--- src/hdl/vsmf_pkg.sv ---
// shared constants, types and register codes for the vertex split max flow block
package vsmf_pkg;

  localparam int MAX_ROOMS = 256;
  localparam int MAX_LINKS = 1024;
  localparam int NODE_CAP  = 2 * MAX_ROOMS;
  localparam int EDGE_CAP  = 2 * MAX_ROOMS + 4 * MAX_LINKS;

  localparam int ROOM_W  = $clog2(MAX_ROOMS);
  localparam int NROOM_W = ROOM_W + 1;
  localparam int NODE_W  = $clog2(NODE_CAP);
  localparam int QPTR_W  = NODE_W + 1;
  localparam int EDGE_W  = $clog2(EDGE_CAP);
  localparam int LINK_AW = $clog2(MAX_LINKS);
  localparam int CNT_W   = LINK_AW + 1;
  localparam int ANT_W   = 16;
  localparam int RES_W   = ANT_W + 1;
  localparam int FLOW_W  = 11;
  localparam int TOT_W   = FLOW_W + 1;
  localparam int PADDR_W = 4;

  localparam logic [EDGE_W-1:0] EDGE_NIL = '1;
  localparam logic [RES_W-1:0]  PF_INIT  = '1;
  localparam logic [FLOW_W-1:0] FLOW_MAX = '1;

  typedef enum logic [1:0] {
    REG_NUM_ROOMS  = 2'd0,
    REG_START_ROOM = 2'd1,
    REG_END_ROOM   = 2'd2,
    REG_ANT_COUNT  = 2'd3
  } reg_idx_t;

  typedef struct packed {
    logic [NROOM_W-1:0] num_rooms;
    logic [ROOM_W-1:0]  start_room;
    logic [ROOM_W-1:0]  end_room;
    logic [ANT_W-1:0]   ant_count;
  } cfg_t;

endpackage

--- src/hdl/vsmf_cfg.sv ---
// configuration registers behind the apb port
module vsmf_cfg (
  input  logic                          clk,
  input  logic                          rst,
  input  logic                          psel,
  input  logic                          penable,
  input  logic                          pwrite,
  input  logic [vsmf_pkg::PADDR_W-1:0]  paddr,
  input  logic [31:0]                   pwdata,
  output logic [31:0]                   prdata,
  output vsmf_pkg::cfg_t                cfg,
  output logic [vsmf_pkg::NROOM_W-1:0]  rooms
);
  import vsmf_pkg::*;

  reg_idx_t sel;
  logic     wr;

  assign sel = reg_idx_t'(paddr[3:2]);
  assign wr  = psel && penable && pwrite;

  always_ff @(posedge clk) begin
    if (rst) begin
      cfg.num_rooms  <= NROOM_W'(2);
      cfg.start_room <= '0;
      cfg.end_room   <= ROOM_W'(1);
      cfg.ant_count  <= ANT_W'(1);
    end else if (wr) begin
      unique case (sel)
        REG_NUM_ROOMS:  cfg.num_rooms  <= pwdata[NROOM_W-1:0];
        REG_START_ROOM: cfg.start_room <= pwdata[ROOM_W-1:0];
        REG_END_ROOM:   cfg.end_room   <= pwdata[ROOM_W-1:0];
        REG_ANT_COUNT:  cfg.ant_count  <= pwdata[ANT_W-1:0];
        default: ;
      endcase
    end
  end

  always_comb begin
    unique case (sel)
      REG_NUM_ROOMS:  prdata = 32'(cfg.num_rooms);
      REG_START_ROOM: prdata = 32'(cfg.start_room);
      REG_END_ROOM:   prdata = 32'(cfg.end_room);
      REG_ANT_COUNT:  prdata = 32'(cfg.ant_count);
      default:        prdata = '0;
    endcase
  end

  // room count clamped to the store size
  assign rooms = (cfg.num_rooms > NROOM_W'(MAX_ROOMS)) ? NROOM_W'(MAX_ROOMS) : cfg.num_rooms;

endmodule

--- config.mk ---
export PLATFORM = sky130hd
export DESIGN_NAME = vsmf_cfg
export DESIGN_NICKNAME = d
export VERILOG_FILES = /design/src/hdl/vsmf_pkg.sv /design/src/hdl/vsmf_cfg.sv
export SDC_FILE = /design/constraint.sdc
export NUM_CORES = 1
export LEC_CHECK = 0
export CAP_MARGIN = 10
export CORE_MARGIN = 2
export CORE_UTILIZATION = 35
export DETAILED_ROUTE_END_ITERATION = 10
export DONT_BUFFER_PORTS = 1
export PLACE_DENSITY = 0.55
export SYNTH_ARGS = -nofsm -noshare
export SYNTH_HDL_FRONTEND = slang
export SYNTH_SLANG_ARGS = --single-unit
export TNS_END_PERCENT = 10
--- constraint.sdc ---
create_clock -name clk -period 1.11 [get_ports clk]
set_clock_uncertainty 0.05 [all_clocks]
set_input_delay 0.111 -clock clk [delete_from_list [all_inputs] [get_ports clk]]
set_output_delay 0.111 -clock clk [all_outputs]
set_load 0.02 [all_outputs]
* After elaboration in Yosys (flattened, before gate mapping) *
Index checks and enable logic that the tools add are counted.

storage, ports and cells
  register bits after elaboration = 41
  bits of input ports = 41
  output and inout bits = 82
  logic and storage cells = 17

cells by class
  reductions and logical operators = 7
  muxes and demuxes = 2
  equal/unequal tests = 3
  magnitude comparators = 1

operators by type and width
  operator            number
  $pmux 32 s4         1
  $gt 9x9->1 const B  1
  $mux 9              1
  $reduce_and 2->1    4
  $eq 2x2->1 const B  2
  $eq 2x1->1 const B  1
  $logic_and 1x1->1   2
  $logic_not 2->1     1

* Longest topological paths before layout *
Gate-level depths: netlist of run 1.

  word-level depth = 3
  depth in mapped cells = 4
  depth with buffers taken out = 3

* Worst setup path after synthesis of run 1 *
Ideal clock, no wire load.

  path type = reg2reg
  from = reg, netlist name cfg[40]
  to = reg cfg[40] in the netlist's numbering
  slack = -0.070 ns
  setup time = 0.072 ns
  stages on the path, launching flop included = 4
  path buffers = 1
  data arrival time = 1.059 ns
  period minus slack after synthesis = 1.180 ns
  required time = 0.988 ns
  path through = dfxtp_1 > clkbuf_1 > or2b_1 > mux2i_1

RTL lines
  element    line            text
  to (decl)  vsmf_cfg.sv:11  output vsmf_pkg::cfg_t cfg,

* Worst setup path after layout of run 1 *
  from = reg cfg[32] in the netlist's numbering
  to = out prdata[0]

on the way
  cells in the longest elaborated chain, start to end = 1

RTL lines
  element      line            text
  $pmux 32 s4  vsmf_cfg.sv:40  unique case (sel)
  to (decl)    vsmf_cfg.sv:10  output logic [31:0] prdata,

No other way between the ends. The select of a mux whose other input is x is not followed.

==> impl_metrics.json, run 1 <==
{
  "setup_slack_ns": -0.2129,
  "clk_latency_ns": 0.29,
  "worstRegToRegCells": 2,
  "p_per_area_nw_per_um2": 990.6,
  "final.period_utilization_pct": 119.2,
  "initial_core_util_pct": 36.61,
  "synthesis.area_um2": 2193,
  "cts_tree": "built",
  "wl_um": 5194,
  "stdcell_area_um2": 2731,
  "p_int_uw": 2043,
  "diodes": 0,
  "antenna_found_initial": 0,
  "ys_seq_elements": 41,
  "slowest_stage": "mux4_2",
  "drc_errors": 0,
  "top_register": "cfg",
  "crit_path_end_kind": "output port",
  "clockBufferDepth": 2,
  "cts_max_level": 2,
  "crit_family": "multiplexers",
  "top_regs": "cfg: 41 flops",
  "hp-start": "rst",
  "power.total_uw": 2706,
  "drive_gt1_share_pct": 36.26,
  "avgViaCountPerCell": 4.549,
  "place_area_um2": 2517,
  "io-pin-count": 123,
  "hp-class": "in2reg",
  "combinationalPowerShare_pct": 11.1,
  "required_ns": 0.95,
  "die_area_um2": 6916,
  "clk_pin_slew_ns": 0.08,
  "p_seq_share_pct": 55.4,
  "drtPass1Iterations": 4,
  "filler_cell_count": 564,
  "synthCells": 208,
  "worstPathCellList": "mux4_2",
  "ir_drop_mv": 0.3993,
  "num_rows": 28,
  "r2r-start": "cfg[40]",
  "hpwl_um": 3575,
  "min_period_ns": 1.323,
  "post_drt_wl_per_cell_um": 15.41,
  "clock.fmax_ghz": 0.7559,
  "max_stage_delay_ns": 0.54,
  "area_growth_pct": 24.53,
  "min_to": "cfg[35]",
  "ys.warnings.count": 0,
  "avgSynthCellArea_um2": 10.54,
  "port_buffers": 0,
  "place_ws_ns": 0.09184,
  "ys_types": 20,
  "nets": 304,
  "ys.flop_type": "dfxtp_1",
  "p_leak_uw": 0.001308,
  "p_switching_uw": 663.1,
  "hold_ws_ns": -0.05588,
  "multi_input_area_um2": 1194,
  "synth_seq_area_share_pct": 37.42,
  "largest_register_ffs": 41,
  "status": "finished with violations",
  "gr-total-overflow": 0,
  "cts_buffers": 5,
  "start_kind": "register",
  "clock-sinks": 41,
  "num_vias": 1533,
  "crit_type": "reg2out",
  "coreArea_um2": 5991,
  "drt-initial-drc-count": 58,
  "cts_root_buffer": "clkbuf_8",
  "ff_latch_area_um2": 835.8,
  "die_w_um": 83.16,
  "holdPathStages": 2,
  "r2r-end": "cfg[40]",
  "antenna_left": 0,
  "synth_edf_count": 0,
  "hold_violations": 40,
  "path_buf_inv": 0,
  "grt_pass1_vias": 1568,
  "maxCapViolations": 0,
  "async_flop_share_pct": 0,
  "grt_setup_unrepaired": "yes",
  "grtUsageTotal_pct": 15.79,
  "drv_slew": 0,
  "path_max_fanout": 4,
  "clkPwrFrac_pct": 33.5,
  "tns_ns": -2.311,
  "grt_start_max_net_pins": 60,
  "place_congestion": 0.7169,
  "p_sw_share_pct": 24.51,
  "grt_pass1_wl_um": 8618,
  "violations": "negative hold slack, negative setup slack",
  "rrSetupSlack_ns": 0.29,
  "die_y_um": 83.16,
  "setup_viol": 16,
  "critPathArrivalTime_ns": 1.16
}
per-layer routing:
metal / global-route usage (%) / up-vias / part of all wire [%]
met1: 19.84 / 707 / 42
li1: - / 765 / -
met2: 25.81 / 55 / 49
met4: 4.471 / 0 / 1.2
met3: 5.368 / 6 / 8.0
met5: 0 / - / 0
per-stage QoR:
step	cells	util (%)
final	337	45.59
after global routing	337	45.59
after CTS	334	44.82
after detailed placement	321	42.02
after global placement	321	42.02
after floorplan	223	-
cells in the mapped netlist (all sizes together), types with 2 or more instances:
cell     n  share of area (%)
and3     9                3.0
buf     26                 10
clkbuf   7                1.2
dfxtp   41                 37
mux2i   41                 19
mux4     8                8.2
nand2    2               0.34
nand2b  53                 15
nand3    2               0.46
nand3b   2                1.3
nor2     6                1.0
nor2b    8                2.3
how the worst max path moves through the flow:
stage,end,slack [ns],from,depth (start not counted)
3_5_place_dp,prdata[5],0.09,cfg[37],1
3_3_place_gp,prdata[0],0.1,cfg[32],1
2_1_floorplan,cfg[40],0.005,cfg[40],3
4_1_cts,prdata[7],-0.23,cfg[7],1
6_report,prdata[0],-0.21,cfg[32],1
5_1_grt,prdata[1],-0.25,cfg[1],1
timing repair:
| action | CTS | global route |
|---|---|---|
| endpoints found under the setup margin | 16 | 21 |
| hold endpoints to repair | 41 | 40 |
| resized for setup | 11 | 13 |
| hold buffers | 7 | 1 |
| buffers inserted | 0 | 2 |
power by group through the flow:
stage	Sequential (µW)	Clock [µW]	Combinational, µW
4_1_cts	1500	949	297
2_1_floorplan	1560	0	281
3_3_place_gp	1530	0	273
6_report	1500	906	300
5_1_grt	1500	1010	322
3_5_place_dp	1530	0	275
layout make-up:
type                            count  share of cell area (%)
Multi-Input combinational cell    149                   43.70
Sequential cell                    41                   30.60
Timing Repair Buffer               66                   19.56
Tap cell                           75                   3.436
Clock buffer                        5                   2.519
Clock inverter                      1                  0.1832
cell families after synthesis:
| logic type | count (synthesis) | share of synthesized area (%) |
|---|---|---|
| and+or+nand+nor | 84 | 24.24 |
| muxes | 49 | 26.92 |
| DFF | 41 | 37.42 |
| buffers and inverters | 33 | 11.24 |
| other | 1 | 0.1710 |
cell usage in the layout (no fill, tap or decap), types with 5 or more instances in the layout:
master and instances:
nand2b_1 53, buf_4 53, mux2i_1 41, dfxtp_1 29, conb_1 16, dfxtp_2 12, mux4_2 8, dlygate4sd3_1 8
nor2_1 6, nor2b_1 6, and3_2 5, clkbuf_8 5, buf_6 5
(Power assumes the default switching activity.)
==> run 2: changes to the inputs <==
Settings changed: SKIP_LAST_GASP set to 1, TNS_END_PERCENT 10 to 1.
==> impl_metrics.json, run 2 (same netlist as run 1, synthesis figures left out) <==
{
  "p_per_area_nw_per_um2": 1002,
  "crit_type": "reg2out",
  "drt-initial-drc-count": 76,
  "power.total_uw": 2700,
  "avgViaCountPerCell": 4.552,
  "min_period_ns": 1.321,
  "post_drt_wl_per_cell_um": 15.40,
  "largest_register_ffs": 41,
  "hp-class": "in2reg",
  "crit_family": "multiplexers",
  "p_leak_uw": 0.001304,
  "ir_drop_mv": 0.3986,
  "status": "finished with violations",
  "violations": "negative hold slack, negative setup slack",
  "grt_setup_unrepaired": "yes",
  "top_register": "cfg",
  "final.period_utilization_pct": 119.0,
  "drv_slew": 0,
  "clockBufferDepth": 2,
  "setup_slack_ns": -0.2114,
  "die_area_um2": 6916,
  "cts_max_level": 2,
  "area_growth_pct": 22.82,
  "gr-total-overflow": 0,
  "place_congestion": 0.7169,
  "critPathArrivalTime_ns": 1.16,
  "required_ns": 0.95,
  "max_stage_delay_ns": 0.54,
  "antenna_found_initial": 0,
  "hold_ws_ns": -0.05553,
  "clk_pin_slew_ns": 0.07,
  "drc_errors": 0,
  "place_ws_ns": 0.09184,
  "setup_viol": 16,
  "maxCapViolations": 0,
  "top_regs": "cfg: 41 flops",
  "grtUsageTotal_pct": 15.75,
  "grt_start_max_net_pins": 60,
  "port_buffers": 0,
  "start_kind": "register",
  "clock.fmax_ghz": 0.7567,
  "die_y_um": 83.16,
  "coreArea_um2": 5991,
  "grt_pass1_wl_um": 8583,
  "antenna_left": 0,
  "grt_pass1_vias": 1561,
  "clk_latency_ns": 0.29,
  "drive_gt1_share_pct": 31.30,
  "crit_path_end_kind": "output port",
  "path_max_fanout": 4,
  "nets": 304,
  "num_rows": 28,
  "layout_common_cells": "buf_4 (58), nand2b_1 (53), mux2i_1 (41), dfxtp_1 (35), conb_1 (16)",
  "clock-sinks": 41,
  "cts_buffers": 5,
  "cts_tree": "built",
  "cts_root_buffer": "clkbuf_8",
  "final_common_cell": "buf_4",
  "slowest_stage": "mux4_2",
  "hold_violations": 40,
  "wl_um": 5190,
  "io-pin-count": 123,
  "worstPathCellList": "mux4_2",
  "initial_core_util_pct": 36.61,
  "path_buf_inv": 0,
  "filler_cell_count": 575,
  "die_w_um": 83.16,
  "hpwl_um": 3575,
  "multi_input_area_um2": 1182,
  "num_vias": 1534,
  "ff_latch_area_um2": 828.3,
  "drtPass1Iterations": 4,
  "diodes": 0
}
==> run 2: worst paths after layout <==
check / depth (start not counted) / slack, ns / to / from
max reg2reg: 2 / 0.29 / cfg[40] / cfg[40]
min reg2reg: 2 / 0.43 / cfg[37] / cfg[37]
max: 1 / -0.21 / prdata[0] / cfg[32]
min: 2 / -0.06 / cfg[35] / rst
==> run 2: routing by layer <==
metal	up-vias	GRT usage [%]	routed length [µm]
li1	766	-	-
met1	707	19.78	2180
met2	55	25.73	2532
met3	6	5.368	414
met4	0	4.471	63
met5	-	0	0
==> run 2: timing repair <==
item / in CTS / in global routing
gates resized for setup: 2 / 4
pin swaps: 0 / 0
setup buffers: 0 / 2
endpoints found under the setup margin: 16 / 22
endpoints found under the hold margin: 41 / 40
hold buffers: 7 / 1
==> run 2: power breakdown <==
part | total [µW] | internal (µW) | switching (µW) | leakage (µW)
combinational | 297 | 137 | 160 | 0.000930
clock | 903 | 414 | 489 | 0.0000399
sequential | 1500 | 1490 | 10.2 | 0.000334
==> run 2: stage by stage <==
step                      TNS, ns  utilization (%)  instance area (µm²)  cells
after floorplan                 0                -                 2251    223
after global placement          0            42.02                 2517    321
after detailed placement        0            42.02                 2517    321
after CTS                  -2.946            44.47                 2664    334
after global routing       -3.560            44.97                 2694    337
final                      -2.646            44.97                 2694    337
==> run 2: layout make-up <==
type	count	share of cell area [%]
clock buffer	5	2.555
tap	75	3.484
multi-input combinational	149	43.89
clock inverter	1	0.1858
sequential	41	30.75
timing repair buffer	66	19.14
